**src/rtl/u8cw_pkg.sv**
```systemverilog
// shared types and constants for the utf-8 decoder with column width
`timescale 1ns / 1ps
`default_nettype none

package u8cw_pkg;

  // lead byte thresholds and continuation byte pattern
  localparam logic [7:0] LEAD4_MIN    = 8'hF0;
  localparam logic [7:0] LEAD3_MIN    = 8'hE0;
  localparam logic [7:0] LEAD2_MIN    = 8'hC0;
  localparam logic [7:0] CONT_MASK    = 8'hC0;
  localparam logic [7:0] CONT_TAG     = 8'h80;

  // sequence lengths as kept in the decoder
  localparam logic [2:0] SEQ_NONE     = 3'd0;
  localparam logic [2:0] SEQ_LEN1     = 3'd1;
  localparam logic [2:0] SEQ_LEN2     = 3'd2;
  localparam logic [2:0] SEQ_LEN3     = 3'd3;
  localparam logic [2:0] SEQ_LEN4     = 3'd4;

  // display widths
  localparam logic [1:0] COLS_NARROW  = 2'd1;
  localparam logic [1:0] COLS_WIDE    = 2'd2;

  // running column sum, saturating at all ones
  localparam int unsigned COL_SUM_BITS = 16;
  localparam int unsigned TOTAL_BITS   = 16;
  localparam logic [COL_SUM_BITS-1:0] COL_SUM_MAX = '1;

  // up to four results come out of one input byte
  localparam int unsigned MAX_RESULTS  = 4;
  localparam int unsigned CNT_BITS     = $clog2(MAX_RESULTS + 1);
  localparam int unsigned IDX_BITS     = $clog2(MAX_RESULTS);

  typedef struct packed {
    logic [7:0] in_byte;
    logic       end_of_text;
  } in_word_t;

  typedef struct packed {
    logic [20:0]           code_point;
    logic [2:0]            byte_count;
    logic [1:0]            columns;
    logic [TOTAL_BITS-1:0] total_columns;
    logic                  run_end;
    logic                  text_end;
  } out_word_t;

  // one pending result before the column total is known
  typedef struct packed {
    logic [20:0] code_point;
    logic [2:0]  byte_count;
    logic [1:0]  columns;
  } res_ent_t;

  // all results caused by one input byte
  typedef struct packed {
    logic [CNT_BITS-1:0]              cnt;
    logic                             eot;
    res_ent_t [MAX_RESULTS-1:0]       ent;
  } burst_t;

endpackage

`default_nettype wire

```
**src/rtl/u8cw_decode.sv**
```systemverilog
// sequence state and per-byte result list of the utf-8 decoder
`timescale 1ns / 1ps
`default_nettype none

module u8cw_decode (
  input  wire logic              clk_i,
  input  wire logic              rst_ni,
  input  wire logic              accept_i,
  input  wire u8cw_pkg::in_word_t in_word_i,
  output u8cw_pkg::burst_t       burst_o
);
  import u8cw_pkg::*;

  logic [7:0]  lead_q, lead_d;
  logic [2:0]  exp_q, exp_d;
  logic [7:0]  buf_q [2];
  logic [7:0]  buf_d [2];
  logic [1:0]  seen_q, seen_d;
  logic [20:0] part_q, part_d;

  // east asian, fullwidth and emoji ranges take two columns
  function automatic logic is_wide(input logic [20:0] v);
    logic w;
    w = (v >= 21'h01100 && v <= 21'h0115F) ||
        (v >= 21'h02E80 && v <= 21'h0A4CF) ||
        (v >= 21'h0AC00 && v <= 21'h0D7A3) ||
        (v >= 21'h0F900 && v <= 21'h0FAFF) ||
        (v >= 21'h0FE30 && v <= 21'h0FE6F) ||
        (v >= 21'h0FF00 && v <= 21'h0FF60) ||
        (v >= 21'h0FFE0 && v <= 21'h0FFE6) ||
        (v >= 21'h1F300 && v <= 21'h1F64F) ||
        (v >= 21'h1F900 && v <= 21'h1F9FF) ||
        (v >= 21'h20000 && v <= 21'h3FFFD);
    return w;
  endfunction

  // result list and next sequence state for the byte on the input
  always_comb begin
    logic [7:0]          b;
    logic                eot;
    logic                fresh;
    logic [20:0]         nv;
    logic [CNT_BITS-1:0] cnt;
    b       = in_word_i.in_byte;
    eot     = in_word_i.end_of_text;
    fresh   = 1'b1;
    nv      = {part_q[14:0], b[5:0]};
    cnt     = '0;
    lead_d  = lead_q;
    exp_d   = exp_q;
    buf_d   = buf_q;
    seen_d  = seen_q;
    part_d  = part_q;
    burst_o = '0;

    if (exp_q != SEQ_NONE) begin
      if ((b & CONT_MASK) == CONT_TAG) begin
        fresh  = 1'b0;
        part_d = nv;
        if (({1'b0, seen_q} + 3'd2) >= exp_q) begin
          // sequence complete
          burst_o.ent[cnt[IDX_BITS-1:0]].code_point = nv;
          burst_o.ent[cnt[IDX_BITS-1:0]].byte_count = exp_q;
          burst_o.ent[cnt[IDX_BITS-1:0]].columns    = is_wide(nv) ? COLS_WIDE : COLS_NARROW;
          cnt    = cnt + 1'b1;
          exp_d  = SEQ_NONE;
        end else begin
          buf_d[seen_q[0]] = b;
          seen_d = seen_q + 2'd1;
          if (eot) begin
            // text ends mid-sequence: lead and buffered bytes as singles
            burst_o.ent[cnt[IDX_BITS-1:0]] = '{{13'd0, lead_q}, SEQ_LEN1, COLS_NARROW};
            cnt = cnt + 1'b1;
            burst_o.ent[cnt[IDX_BITS-1:0]] = '{{13'd0, buf_d[0]}, SEQ_LEN1, COLS_NARROW};
            cnt = cnt + 1'b1;
            if (seen_d == 2'd2) begin
              burst_o.ent[cnt[IDX_BITS-1:0]] = '{{13'd0, buf_d[1]}, SEQ_LEN1, COLS_NARROW};
              cnt = cnt + 1'b1;
            end
          end
        end
      end else begin
        // broken sequence: replay lead and buffered bytes
        burst_o.ent[cnt[IDX_BITS-1:0]] = '{{13'd0, lead_q}, SEQ_LEN1, COLS_NARROW};
        cnt = cnt + 1'b1;
        if (seen_q >= 2'd1) begin
          burst_o.ent[cnt[IDX_BITS-1:0]] = '{{13'd0, buf_q[0]}, SEQ_LEN1, COLS_NARROW};
          cnt = cnt + 1'b1;
        end
        if (seen_q >= 2'd2) begin
          burst_o.ent[cnt[IDX_BITS-1:0]] = '{{13'd0, buf_q[1]}, SEQ_LEN1, COLS_NARROW};
          cnt = cnt + 1'b1;
        end
        exp_d = SEQ_NONE;
      end
    end

    // byte handled with no sequence open
    if (fresh) begin
      if (b >= LEAD2_MIN) begin
        lead_d = b;
        seen_d = '0;
        if (b >= LEAD4_MIN) begin
          exp_d  = SEQ_LEN4;
          part_d = {18'd0, b[2:0]};
        end else if (b >= LEAD3_MIN) begin
          exp_d  = SEQ_LEN3;
          part_d = {17'd0, b[3:0]};
        end else begin
          exp_d  = SEQ_LEN2;
          part_d = {16'd0, b[4:0]};
        end
        if (eot) begin
          burst_o.ent[cnt[IDX_BITS-1:0]] = '{{13'd0, b}, SEQ_LEN1, COLS_NARROW};
          cnt = cnt + 1'b1;
        end
      end else begin
        burst_o.ent[cnt[IDX_BITS-1:0]] = '{{13'd0, b}, SEQ_LEN1, COLS_NARROW};
        cnt = cnt + 1'b1;
      end
    end

    // a closed sequence or the end of the text leaves all state cleared
    if (eot || exp_d == SEQ_NONE) begin
      lead_d = '0;
      exp_d  = SEQ_NONE;
      buf_d  = '{default: '0};
      seen_d = '0;
      part_d = '0;
    end

    burst_o.cnt = cnt;
    burst_o.eot = eot;
  end

  // sequence state
  always_ff @(posedge clk_i or negedge rst_ni) begin
    if (!rst_ni) begin
      lead_q <= '0;
      exp_q  <= SEQ_NONE;
      buf_q  <= '{default: '0};
      seen_q <= '0;
      part_q <= '0;
    end else if (accept_i) begin
      lead_q <= lead_d;
      exp_q  <= exp_d;
      buf_q  <= buf_d;
      seen_q <= seen_d;
      part_q <= part_d;
    end
  end

endmodule

`default_nettype wire

```
**src/rtl/utf8_decode_with_column_width_core.sv**
```systemverilog
// top level of the utf-8 decoder with display width and running column total
`timescale 1ns / 1ps
`default_nettype none

// Takes one byte of utf-8 text per word on the input channel and gives one
// word per decoded code point with its value, byte count, display width and
// the running column total of the text. The decoder and its result list sit
// in front of a burst register that holds the results of one byte; a single
// output register drains that list one result per cycle while the output
// is not stalled. A byte that gives no result or one result does not hold
// the input, so plain text streams at one byte per cycle when the output
// does not stall; a byte that gives several results (a broken or cut-off
// sequence, up to four) holds the input until its last result moves to the
// output register. The column total saturates and starts again from zero
// after the word that ends the text.
module utf8_decode_with_column_width_core (
  input  wire logic                clk_i,
  input  wire logic                rst_ni,
  input  wire logic                in_valid_i,
  output logic                     in_stall_o,
  input  wire u8cw_pkg::in_word_t  in_word_i,
  output logic                     out_valid_o,
  input  wire logic                out_stall_i,
  output u8cw_pkg::out_word_t      out_word_o
);
  import u8cw_pkg::*;

  burst_t                     burst;
  logic                       accept;
  logic [CNT_BITS-1:0]        a_rem_q, a_rem_d;
  res_ent_t [MAX_RESULTS-1:0] a_ent_q, a_ent_d;
  logic                       a_eot_q;
  logic                       a_valid, a_move, a_last;
  logic                       b_valid_q, b_valid_d, b_free;
  out_word_t                  b_word_q, b_word_d;
  logic [COL_SUM_BITS-1:0]    sum_q, sum_d;
  logic [COL_SUM_BITS:0]      sum_add;
  logic [COL_SUM_BITS-1:0]    sum_sat;
  logic [COL_SUM_BITS+TOTAL_BITS-1:0] sum_ext;

  u8cw_decode u_decode (
    .clk_i     (clk_i),
    .rst_ni    (rst_ni),
    .accept_i  (accept),
    .in_word_i (in_word_i),
    .burst_o   (burst)
  );

  // handshake between burst register and output register
  assign b_free     = !b_valid_q || !out_stall_i;
  assign a_valid    = (a_rem_q != '0);
  assign a_move     = a_valid && b_free;
  assign a_last     = a_move && (a_rem_q == CNT_BITS'(1));
  assign in_stall_o = a_valid && !a_last;
  assign accept     = in_valid_i && !in_stall_o;

  // burst register load and shift
  always_comb begin
    a_rem_d = a_rem_q;
    a_ent_d = a_ent_q;
    if (accept) begin
      a_rem_d = burst.cnt;
      a_ent_d = burst.ent;
    end else if (a_move) begin
      a_rem_d = a_rem_q - 1'b1;
      for (int i = 0; i < MAX_RESULTS - 1; i++) begin
        a_ent_d[i] = a_ent_q[i+1];
      end
    end
  end

  // saturating column total for the result that moves out
  assign sum_add = {1'b0, sum_q} + {{(COL_SUM_BITS-1){1'b0}}, a_ent_q[0].columns};
  assign sum_sat = sum_add[COL_SUM_BITS] ? COL_SUM_MAX : sum_add[COL_SUM_BITS-1:0];
  assign sum_ext = {{TOTAL_BITS{1'b0}}, sum_sat};

  // output register next state
  always_comb begin
    b_valid_d = b_valid_q;
    b_word_d  = b_word_q;
    sum_d     = sum_q;
    if (a_move) begin
      b_valid_d              = 1'b1;
      b_word_d.code_point    = a_ent_q[0].code_point;
      b_word_d.byte_count    = a_ent_q[0].byte_count;
      b_word_d.columns       = a_ent_q[0].columns;
      b_word_d.total_columns = sum_ext[TOTAL_BITS-1:0];
      b_word_d.run_end       = (a_rem_q == CNT_BITS'(1));
      b_word_d.text_end      = (a_rem_q == CNT_BITS'(1)) && a_eot_q;
      sum_d                  = b_word_d.text_end ? '0 : sum_sat;
    end else if (!out_stall_i) begin
      b_valid_d = 1'b0;
    end
  end

  // control registers
  always_ff @(posedge clk_i or negedge rst_ni) begin
    if (!rst_ni) begin
      a_rem_q   <= '0;
      b_valid_q <= 1'b0;
      sum_q     <= '0;
    end else begin
      a_rem_q   <= a_rem_d;
      b_valid_q <= b_valid_d;
      sum_q     <= sum_d;
    end
  end

  // payload registers
  always_ff @(posedge clk_i) begin
    a_ent_q  <= a_ent_d;
    b_word_q <= b_word_d;
    if (accept) begin
      a_eot_q <= burst.eot;
    end
  end

  assign out_valid_o = b_valid_q;
  assign out_word_o  = b_word_q;

endmodule

`default_nettype wire

```
**config.mk**
```make
export PLATFORM = sky130hd
export DESIGN_NAME = utf8_decode_with_column_width_core
export DESIGN_NICKNAME = d
export VERILOG_FILES = /design/src/rtl/u8cw_pkg.sv /design/src/rtl/u8cw_decode.sv /design/src/rtl/utf8_decode_with_column_width_core.sv
export SDC_FILE = /design/constraint.sdc
export NUM_CORES = 1
export LEC_CHECK = 0
export ABC_AREA = 0
export BUFFER_PORTS_ARGS = -buffer_cell sky130_fd_sc_hd__buf_2
export CORE_MARGIN = 2
export CORE_UTILIZATION = 50
export DETAILED_ROUTE_END_ITERATION = 8
export PLACE_DENSITY_LB_ADDON = 0.3
export RECOVER_POWER = 100
export SLEW_MARGIN = 30
export SYNTH_ARGS = -nofsm -noshare
export SYNTH_HDL_FRONTEND = slang
export SYNTH_HIERARCHICAL = 1
export SYNTH_SLANG_ARGS = --single-unit
```
**constraint.sdc**
```tcl
create_clock -name clk_i -period 4.39 [get_ports clk_i]
set_input_delay 0.6585 -clock clk_i [delete_from_list [all_inputs] [get_ports clk_i]]
set_output_delay 0.6585 -clock clk_i [all_outputs]
set_load 0.01 [all_outputs]
```
==> out/qor.csv, run 1 <==
stage;metric;value;unit
min_path;HP Start;a_ent_q[9];
worst_setup_path;worst reg2reg path depth;13;
sta;Slew Limit Fails;241;
detailed_routing;remaining antenna violation count;0;
worst_setup_path;Worst R2R Start;u_decode/seen_q[0];
synthesis;Synth warnings;6;
grt;grt total ovfl;0;
finish;Multi-input gate area;4070;sq um
worst_setup_path;top cell family by delay on the critical path;simple AND/OR/NAND/NOR gates;
min_path;Hold EP;out_word_o[27];
placement;RePlAce Congestion;0.924;
sta;Final Skew;0.0214;ns
finish;post-layout util;0.554;
cts;Post-CTS Hold Fix Bufs;0;
synthesis;number of enable flip-flop cells after synthesis;149;
finish;NumNets Final;932;
sta;WHS;0.403;ns
finish;fraction of layout cells with a size suffix above 1;0.171;
finish;design area;11700;sq um
synthesis;dominant cell type by area after synthesis;edfxtp_1;
placement;number of port buffers;58;
synthesis;post-synthesis sequential area ratio;0.565;
worst_setup_path;CP cell instances;inv_1, ha_1, nand2b_1, a21o_1, a21oi_1, nand3_1, nand3_1, inv_1, ha_1, and2_0, nand2_1, o31ai_1, mux2_2;
grt;GRT Overall Usage;0.195;
worst_setup_path;Worst Setup Start Kind;flip-flop;
outcome;status;finished, violations left;
floorplan;Core ar.;21100;sq um
synthesis;number of synthesized register bits;213;
power;switching share of power;0.305;
grt;vias in the first global route;6555;
floorplan;DIE WIDTH;151;um
outcome;failing checks;max-capacitance violations, max-slew violations;
synthesis;Synth top cells by count;edfxtp_1, mux2_2, nand2_1;
floorplan;I/O Pins;59;
synthesis;Mean Syn Cell Area;12.3;sq um
sta;relative slew slack;-0.361;
power;Internal Power;5.22;mW
sta;Final min period;3.77;ns
finish;# fillers;1785;
power;peak supply drop;0.000357;V
finish;Ant. Diodes;0;
sta;FMAX;265;MHz
floorplan;Rows;53;
worst_setup_path;Worst EP arrival;4.02;ns
power;P_leak;4.58;nW
cts;CTS tree;done;
sta;Final Setup Violations;0;
synthesis;top post-synthesis cells by area;edfxtp_1, dfrtp_1, mux2_2, buf_4, a22o_1;
worst_setup_path;slowest CP cell;a21oi_1;
sta;Tightest Pin Transition;2.04;ns
worst_setup_path;Worst R2R End;a_ent_q[37];
floorplan;chip height;151;um
detailed_routing;drt total wl;21.4;mm
grt;first-pass GRT wire length;35.2;mm
detailed_routing;routed len/inst;18.0;um
synthesis;Distinct cells, synth;83;
placement;Post-DP Area;11000;sq um
cts;Clock Pin Slew Worst Setup and Hold Paths;0.06;ns
synthesis;Mapped Cells;871;
detailed_routing;Pre-antenna DRT Iters;5;
cts;clk_lat worst skew;0.52;ns
cts;htree depth;1;
synthesis;most common cell in the netlist;edfxtp_1;
cts;CTS root buf;clkbuf_16;
power;PwrDens;642;nW/um^2
worst_setup_path;R2R setup slack;0.62;ns
sta;final period utilization;0.859;
run;MaxCap Viol Count;5;
sta;final hold violation count;0;
synthesis;cell area after synthesis;10800;sq um
worst_setup_path;crit end category;flip-flop;
finish;area grow syn2layout;8.73;%
power;sequential power share;0.454;
finish;FF/Latch Area;6080;sq um
min_path;worst hold path depth;0;
worst_setup_path;crit path max fanout;16;
synthesis;Synth top area share;0.416;
detailed_routing;DRC Markers;0;
detailed_routing;routed vias;6816;
synthesis;Post-synth ARST share;0.300;
detailed_routing;initial DRC count;430;
cts;# Post-CTS Setup Buffers;0;
sta;RSZ-0062 raised after global routing;no;
cts;Sink Count;213;
placement;post-DP HPWL;14.2;mm
worst_setup_path;Required @ worst endpoint;4.64;ns
worst_setup_path;critical path class;flip-flop to flip-flop;
cts;cts bufs inserted;23;
grt;pin count of the biggest net entering global routing;84;
grt;initial antenna violation count;0;
synthesis;ys flop type;edfxtp_1;
floorplan;Starting Density;0.510;
floorplan;die area;22700;sq um
worst_setup_path;CP peak stage delay;0.54;ns
detailed_routing;DR vias/cell;5.71;
power;Psw;2.29;mW
cts;PostCTS Resize Cnt;0;
power;Total Power;7.51;mW
cts;clk buf depth;3;
sta;setup_tns;0;ns
min_path;Worst Hold Class;flip-flop to flip-flop;
worst_setup_path;CP bufs+invs;2;
power;combinational share of power;0.268;
power;Clk pwr share;0.279;
## flip-flops by register name, summed over array words and instances (netlist names)
| signal | flops |
|---|---|
| sum_q | 16 |
| a_ent_q | 104 |
| u_decode/buf_q | 16 |
| u_decode/exp_q | 3 |
| a_eot_q | 1 |
| u_decode/lead_q | 8 |
| out_valid_o | 1 |
| a_rem_q | 3 |
| u_decode/seen_q | 2 |
| out_word_o | 44 |
| u_decode/part_q | 15 |
## worst max path at each step
stage,startpoint,endpoint,slack (ns),depth (start not counted)
floorplan,out_stall_i,a_ent_q[0],0.62,5
global placement,u_decode/seen_q[0],a_ent_q[61],1.0,13
detailed placement,u_decode/seen_q[0],a_ent_q[33],0.88,13
CTS,u_decode/seen_q[0],a_ent_q[61],0.87,13
global route,rst_ni,u_decode/part_q[0],0.33,2
finish,u_decode/seen_q[0],a_ent_q[37],0.62,13
## placed cells by master, fill, tap and decap left out, types with 4 or more instances in the layout
master and count:
a31oi_1 5, a211oi_1 7, o21ai_0 27, mux2i_1 4
clkbuf_1 53, nand4_1 7, nand2_1 66, inv_1 25
bufinv_16 4, nor2b_1 4, a32o_1 4, nand3_1 15
nand2b_1 7, conb_1 48, o2bb2ai_1 7, a21oi_1 31
or4_1 4, a22o_1 47, clkbuf_16 24, dfrtp_1 64
o211ai_1 4, nor4_1 7, xnor2_1 9, nor2_1 37
clkinv_2 4, o31ai_1 10, and2_1 16, and3_1 9
a21o_1 14, o221ai_1 7, nor3_1 13, buf_2 10
mux2_2 79, clkbuf_8 4, edfxtp_1 149, ha_1 16
## cells by family after synthesis
family	Yosys count	synth area share
and+or+nand+nor	216	0.108
DFF	213	0.565
AOI/OAI and AO/OA	197	0.140
buffers and inverters	133	0.0705
muxes	84	0.0875
adders and majority gates	17	0.0205
xor gates and xnor gates	10	0.00815
other	1	0.000349
## final cells by class
class | instances | area share
Clock buffer | 29 | 0.0564
Clock inverter | 13 | 0.0150
Inverter | 26 | 0.00835
Multi-Input combinational cell | 572 | 0.348
Sequential cell | 213 | 0.520
Tap cell | 275 | 0.0294
Timing Repair Buffer | 66 | 0.0231
## power by group through the flow
stage               clock network (mW)  logic, mW  registers, mW
global route                      2.21       2.24           3.48
detailed placement                   0       2.08           3.42
floorplan                            0       1.53           3.42
global placement                     0       2.02           3.40
finish                            2.09       2.01           3.41
CTS                               2.14       2.09           3.39
## through the flow
stage,std cells,worst slack (ns)
floorplan,918,0.621
global placement,1152,0.999
detailed placement,1152,0.884
CTS,1194,0.867
global route,1194,0.327
finish,1194,0.620
## routing by layer
metal | vias to the layer above | routed length [um] | GRT usage
li1 | 3238 | - | -
met3 | 39 | 1180 | 0.0270
met4 | 0 | 489 | 0.0542
met5 | - | 0 | 0
met2 | 199 | 10000 | 0.313
met1 | 3340 | 9760 | 0.279
(Power assumes the default switching activity.)
==> run 2, diff against run 1 <==
- BUFFER_PORTS_ARGS: -buffer_cell sky130_fd_sc_hd__buf_2 -> not set
- DONT_BUFFER_PORTS: not set -> 1
==> out/qor.csv, run 2 (same netlist as run 1, synthesis figures left out) <==
stage;metric;value;unit;change
power;Total Power;7.29;mW;was 7.51 mW
placement;number of port buffers;0;;was 58
sta;RSZ-0062 raised after global routing;no;;unchanged
worst_setup_path;Crit path depth;8;;was 13
cts;CTS tree;done;;unchanged
cts;clk buf depth;3;;unchanged
finish;NumNets Final;876;;was 932
placement;placed insts;1095;;was 1152
cts;clk_lat worst skew;0.50;ns;was 0.52 ns
sta;relative slew slack;-1.08;;was -0.361
worst_setup_path;top cell family by delay on the critical path;compound AO/OA/AOI/OAI gates;;was simple AND/OR/NAND/NOR gates
sta;final period utilization;0.851;;was 0.859
min_path;Worst Hold Class;primary input to flip-flop;;was flip-flop to flip-flop
worst_setup_path;Critical path origin;a_rem_q[1];;was u_decode/seen_q[0]
detailed_routing;Pre-antenna DRT Iters;5;;unchanged
min_path;HP Start;in_word_i[0];;was a_ent_q[9]
finish;Largest Register;a_ent_q;;unchanged
worst_setup_path;crit end category;flip-flop;;unchanged
worst_setup_path;crit path max fanout;29;;was 16
min_path;worst hold path depth;0;;unchanged
detailed_routing;DRC Markers;0;;unchanged
power;P_leak;4.47;nW;was 4.58 nW
placement;post-DP HPWL;14.1;mm;was 14.2 mm
cts;# Post-CTS Setup Buffers;0;;unchanged
finish;max reg flops;104;;unchanged
sta;setup_tns;0;ns;unchanged
placement;RePlAce Congestion;0.886;;was 0.924
detailed_routing;routed vias;6658;;was 6816
worst_setup_path;worst reg2reg path depth;8;;was 13
cts;Clock Pin Slew Worst Setup and Hold Paths;0.06;ns;about the same
power;peak supply drop;0.000264;V;was 0.000357 V
floorplan;Starting Density;0.510;;unchanged
finish;most common library cell in the layout ignoring fill and taps;edfxtp_1;;unchanged
sta;Final Setup Violations;0;;unchanged
detailed_routing;DR vias/cell;5.86;;was 5.71
worst_setup_path;Crit path top cell by count;inv_1;;
finish;most frequent cells in the layout;edfxtp_1, mux2_2, nand2_1, dfrtp_1, conb_1;;was edfxtp_1, mux2_2, nand2_1, dfrtp_1, clkbuf_1
sta;Slew Limit Fails;269;;was 241
grt;first-pass GRT wire length;35.0;mm;was 35.2 mm
worst_setup_path;Required @ worst endpoint;4.78;ns;was 4.64 ns
sta;Tightest Pin Transition;3.13;ns;was 2.04 ns
sta;Final Skew;0.0105;ns;was 0.0214 ns
detailed_routing;routed len/inst;19.0;um;was 18.0 um
worst_setup_path;Worst Setup Start Kind;flip-flop;;unchanged
detailed_routing;remaining antenna violation count;0;;unchanged
worst_setup_path;slowest CP cell;clkbuf_1;;was a21oi_1
cts;cts bufs inserted;23;;unchanged
detailed_routing;initial DRC count;458;;was 430
sta;FMAX;268;MHz;was 265 MHz
power;PwrDens;638;nW/um^2;was 642 nW/um^2
floorplan;Core ar.;21100;sq um;unchanged
grt;pin count of the biggest net entering global routing;84;;unchanged
cts;PostCTS Resize Cnt;0;;unchanged
run;MaxCap Viol Count;5;;unchanged
worst_setup_path;Worst EP arrival;4.12;ns;was 4.02 ns
floorplan;chip height;151;um;unchanged
worst_setup_path;CP bufs+invs;3;;was 2
sta;Final min period;3.73;ns;was 3.77 ns
finish;Non-Filler Instances;1137;;was 1194
grt;initial antenna violation count;0;;unchanged
detailed_routing;drt total wl;21.6;mm;was 21.4 mm
floorplan;I/O Pins;59;;unchanged
worst_setup_path;CP peak stage delay;1.16;ns;was 0.54 ns
grt;vias in the first global route;6515;;was 6555
finish;area grow syn2layout;6.20;%;was 8.73%
cts;Post-CTS Hold Fix Bufs;1;;was 0
worst_setup_path;CP cell instances;inv_1, ha_1, a21boi_0, o211ai_1, inv_1, clkbuf_1, o21ai_0, a22o_1;;was inv_1, ha_1, nand2b_1, a21o_1, a21oi_1, nand3_1, nand3_1, inv_1, ha_1, and2_0, nand2_1, o31ai_1, mux2_2
finish;Ant. Diodes;0;;unchanged
outcome;status;finished, violations left;;unchanged
sta;final hold violation count;0;;unchanged
floorplan;Rows;53;;unchanged
grt;grt total ovfl;0;;unchanged
finish;post-layout util;0.541;;was 0.554
cts;Sink Count;213;;unchanged
floorplan;die area;22700;sq um;unchanged
cts;htree depth;1;;unchanged
finish;fraction of layout cells with a size suffix above 1;0.172;;was 0.171
worst_setup_path;critical path class;flip-flop to flip-flop;;unchanged
worst_setup_path;Worst R2R Start;a_rem_q[1];;was u_decode/seen_q[0]
floorplan;DIE WIDTH;151;um;unchanged
grt;GRT Overall Usage;0.194;;was 0.195
cts;CTS root buf;clkbuf_16;;unchanged
finish;# fillers;1797;;was 1785
outcome;failing checks;max-capacitance violations, max-slew violations;;unchanged
[run 2: cell types whose count changed in the layout (fill, tap and decap cells not counted), moves of 2 or more]
cell,delta
buf_2,-10
buf_4,+2
clkbuf_1,-45
clkinv_2,+2
clkinvlp_4,-3
[run 2: layout make-up]
| type | instances | area [sq um] | share of cell area |
|---|---|---|---|
| sequential | 213 | 6080 | 0.532 |
| clock buffer | 31 | 636 | 0.0557 |
| clock inverter | 10 | 129 | 0.0113 |
| tap | 275 | 344 | 0.0301 |
| timing repair buffer | 10 | 61.3 | 0.00537 |
| inverter | 26 | 97.6 | 0.00855 |
| multi-input combinational | 572 | 4070 | 0.357 |
[run 2: worst paths after layout]
| path | end | slack, ns |
|---|---|---|
| min | a_eot_q | 0.26 |
| max | u_decode/buf_q[0] | 0.66 |
| min in group asynchronous | sum_q[1] | 1.39 |
| min reg2reg | out_word_o[32] | 0.41 |
| max reg2reg | u_decode/buf_q[0] | 0.66 |
| max in group asynchronous | u_decode/buf_q[3] | 1.22 |
[run 2: per-layer routing]
metal | wire (um) | GRT usage | share of wire
met1 | 9510 | 0.266 | 0.44
met2 | 10200 | 0.317 | 0.47
met3 | 1230 | 0.0315 | 0.057
met4 | 614 | 0.0654 | 0.028
met5 | 0 | 0 | 0
[run 2: power by group]
group / switching (mW) / internal (mW) / total (mW) / leakage, nW
combinational: 1.07 / 0.732 / 1.80 / 1.76
sequential: 0.382 / 3.15 / 3.53 / 2.33
clock: 0.762 / 1.19 / 1.95 / 0.381
total: 2.22 / 5.07 / 7.29 / 4.47
[run 2: worst register-to-register path: cells and delay by family, from the launching register on]
kind / cells / cell delay, ns
compound gates: 4 / 1.71
buf+inv: 3 / 1.37
flops: 1 / 0.37
fa+ha+maj: 1 / 0.18
[run 2: stage by stage]
step | hold WS [ns] | cell area (sq um) | setup WS (ns)
2_1_floorplan | 0.363 | 10900 | 0.621
3_3_place_gp | 0.366 | 10700 | 0.991
3_5_place_dp | 0.367 | 10700 | 0.883
4_1_cts | 0.0390 | 11500 | 0.876
5_1_grt | 0.232 | 11400 | 0.354
6_report | 0.259 | 11400 | 0.655
==> run 3, diff against run 2 <==
- CELL_PAD_IN_SITES_DETAIL_PLACEMENT: not set -> 0
- CELL_PAD_IN_SITES_GLOBAL_PLACEMENT: not set -> 1
==> out/qor.csv, run 3 (same netlist as run 1, synthesis figures left out) <==
stage;metric;value;unit;change
cts;cts bufs inserted;23;;unchanged
worst_setup_path;slowest CP cell;a21oi_1;;was clkbuf_1
grt;met2 Use GR;0.330;;was 0.317
worst_setup_path;Worst Setup Start Kind;flip-flop;;unchanged
power;peak supply drop;0.000346;V;was 0.000264 V
worst_setup_path;critical path class;flip-flop to flip-flop;;unchanged
sta;relative slew slack;-1.19;;was -1.08
power;Clk pwr share;0.262;;was 0.268
sta;RSZ-0062 raised after global routing;no;;unchanged
finish;Largest Register;a_ent_q;;unchanged
power;Psw;2.26;mW;was 2.22 mW
worst_setup_path;Required @ worst endpoint;4.64;ns;was 4.78 ns
finish;most frequent cells in the layout;edfxtp_1, mux2_2, nand2_1, dfrtp_1, conb_1;;unchanged
cts;Clock Pin Slew Worst Setup and Hold Paths;0.06;ns;about the same
cts;CTS root buf;clkbuf_16;;unchanged
power;PwrDens;640;nW/um^2;was 638 nW/um^2
cts;htree depth;1;;unchanged
cts;Sink Count;213;;unchanged
power;switching share of power;0.310;;was 0.304
finish;fraction of layout cells with a size suffix above 1;0.164;;was 0.172
finish;Ant. Diodes;0;;unchanged
detailed_routing;initial DRC count;421;;was 458
cts;clk_lat worst skew;0.51;ns;was 0.50 ns
placement;RePlAce Congestion;0.880;;was 0.886
worst_setup_path;crit path max fanout;16;;was 29
sta;Final min period;3.75;ns;was 3.73 ns
sta;Final Setup Violations;0;;unchanged
grt;met1 GRT Util;0.309;;was 0.266
worst_setup_path;CP peak stage delay;0.54;ns;was 1.16 ns
worst_setup_path;crit end category;flip-flop;;unchanged
detailed_routing;DR vias/cell;5.90;;was 5.86
placement;number of port buffers;0;;unchanged
grt;first-pass GRT wire length;37.3;mm;was 35.0 mm
power;sequential power share;0.488;;was 0.484
detailed_routing;routed vias;6685;;was 6658
worst_setup_path;Worst EP arrival;4.00;ns;was 4.12 ns
sta;Tightest Pin Transition;3.29;ns;was 3.13 ns
worst_setup_path;top cell family by delay on the critical path;simple AND/OR/NAND/NOR gates;;was compound AO/OA/AOI/OAI gates
grt;initial antenna violation count;0;;unchanged
finish;most common library cell in the layout ignoring fill and taps;edfxtp_1;;unchanged
run;MaxCap Viol Count;5;;unchanged
cts;clk buf depth;3;;unchanged
finish;NumNets Final;874;;was 876
finish;max reg flops;104;;unchanged
power;Total Power;7.29;mW;about the same
grt;Top Usage Layer GRT;met2;;unchanged
placement;Post-DP Area;10700;sq um;about the same
placement;post-DP HPWL;15.3;mm;was 14.1 mm
sta;Final Skew;0.0213;ns;was 0.0105 ns
floorplan;I/O Pins;59;;unchanged
power;P_leak;4.46;nW;was 4.47 nW
grt;pin count of the biggest net entering global routing;79;;was 84
cts;CTS tree;done;;unchanged
outcome;failing checks;max-capacitance violations, max-slew violations;;unchanged
detailed_routing;DRC Markers;0;;unchanged
finish;design area;11400;sq um;about the same
worst_setup_path;CP bufs+invs;2;;was 3
outcome;status;finished, violations left;;unchanged
grt;met3 usage;0.0309;;was 0.0315
sta;final period utilization;0.853;;was 0.851
sta;Slew Limit Fails;187;;was 269
detailed_routing;Pre-antenna DRT Iters;5;;unchanged
detailed_routing;routed len/inst;20.5;um;was 19.0 um
finish;area grow syn2layout;6.04;%;was 6.20%
floorplan;Starting Density;0.510;;unchanged
floorplan;Rows;53;;unchanged
sta;final hold violation count;0;;unchanged
sta;setup_tns;0;ns;unchanged
floorplan;die area;22700;sq um;unchanged
grt;grt total ovfl;0;;unchanged
cts;PostCTS Resize Cnt;0;;unchanged
detailed_routing;remaining antenna violation count;0;;unchanged
power;Internal Power;5.03;mW;was 5.07 mW
grt;vias in the first global route;6543;;was 6515
floorplan;chip height;151;um;unchanged
sta;FMAX;267;MHz;was 268 MHz
grt;GRT Overall Usage;0.211;;was 0.194
worst_setup_path;CP cell instances;inv_1, ha_1, nand2b_1, a21o_1, a21oi_1, nand3_1, nand3_1, inv_1, ha_1, and2_0, nand2_1, o31ai_1, mux2_2;;was inv_1, ha_1, a21boi_0, o211ai_1, inv_1, clkbuf_1, o21ai_0, a22o_1
detailed_routing;drt total wl;23.2;mm;was 21.6 mm
min_path;Worst Hold Class;primary input to flip-flop;;unchanged
finish;post-layout util;0.541;;about the same
floorplan;Core ar.;21100;sq um;unchanged
power;combinational share of power;0.250;;was 0.248
floorplan;DIE WIDTH;151;um;unchanged
==> run 3: changes by cell type in the layout (fill, tap and decap cells not counted), sizes merged <==
cell    change
bufinv      -1
buf         -1
clkinv      -1
==> run 3: repair_timing <==
item,in CTS,in global routing
buffers inserted,0,0
hold buffers,1,0
endpoints found under the hold margin,64,0
==> run 3: path summary, 6_finish.rpt <==
path / slack, ns / cells after the start / to / start
max: 0.64 / 13 / a_ent_q[35] / u_decode/seen_q[0]
min: 0.25 / 0 / a_eot_q / in_word_i[0]
max reg2reg: 0.64 / 13 / a_ent_q[35] / u_decode/seen_q[0]
min reg2reg: 0.42 / 0 / out_word_o[27] / a_ent_q[9]
max in group asynchronous: 1.06 / 1 / sum_q[10] / rst_ni
min in group asynchronous: 1.47 / 1 / u_decode/seen_q[0] / rst_ni
==> run 3: stage by stage <==
stage,hold WS (ns),cells,worst slack [ns]
3_3_place_gp,0.367,1092,0.916
6_report,0.251,1134,0.644
4_1_cts,0.0387,1134,0.815
5_1_grt,0.230,1134,0.293
3_5_place_dp,0.367,1093,0.841
2_1_floorplan,0.363,918,0.621
==> run 3: power groups by stage <==
stage                     logic, mW  registers (mW)  clock network [mW]
final                          1.83            3.56                1.91
after global routing           2.03            3.64                2.03
after CTS                      1.87            3.54                1.96
after detailed placement       1.84            3.58                   0
after global placement         1.77            3.56                   0
after floorplan                1.53            3.42                   0
==> run 3: metal layers <==
metal | up-vias | wire (um)
li1 | 3113 | -
met1 | 3327 | 10600
met2 | 209 | 10900
met3 | 36 | 1230
met4 | 0 | 484
met5 | - | 0
==> run 3: cell type report <==
| class | instances | area (sq um) |
|---|---|---|
| Clock buffer | 32 | 659 |
| Clock inverter | 8 | 87.6 |
| Fill cell | 1773 | 9690 |
| Inverter | 26 | 97.6 |
| Multi-Input combinational cell | 572 | 4070 |
| Sequential cell | 213 | 6080 |
| Tap cell | 275 | 344 |
| Timing Repair Buffer | 8 | 68.8 |
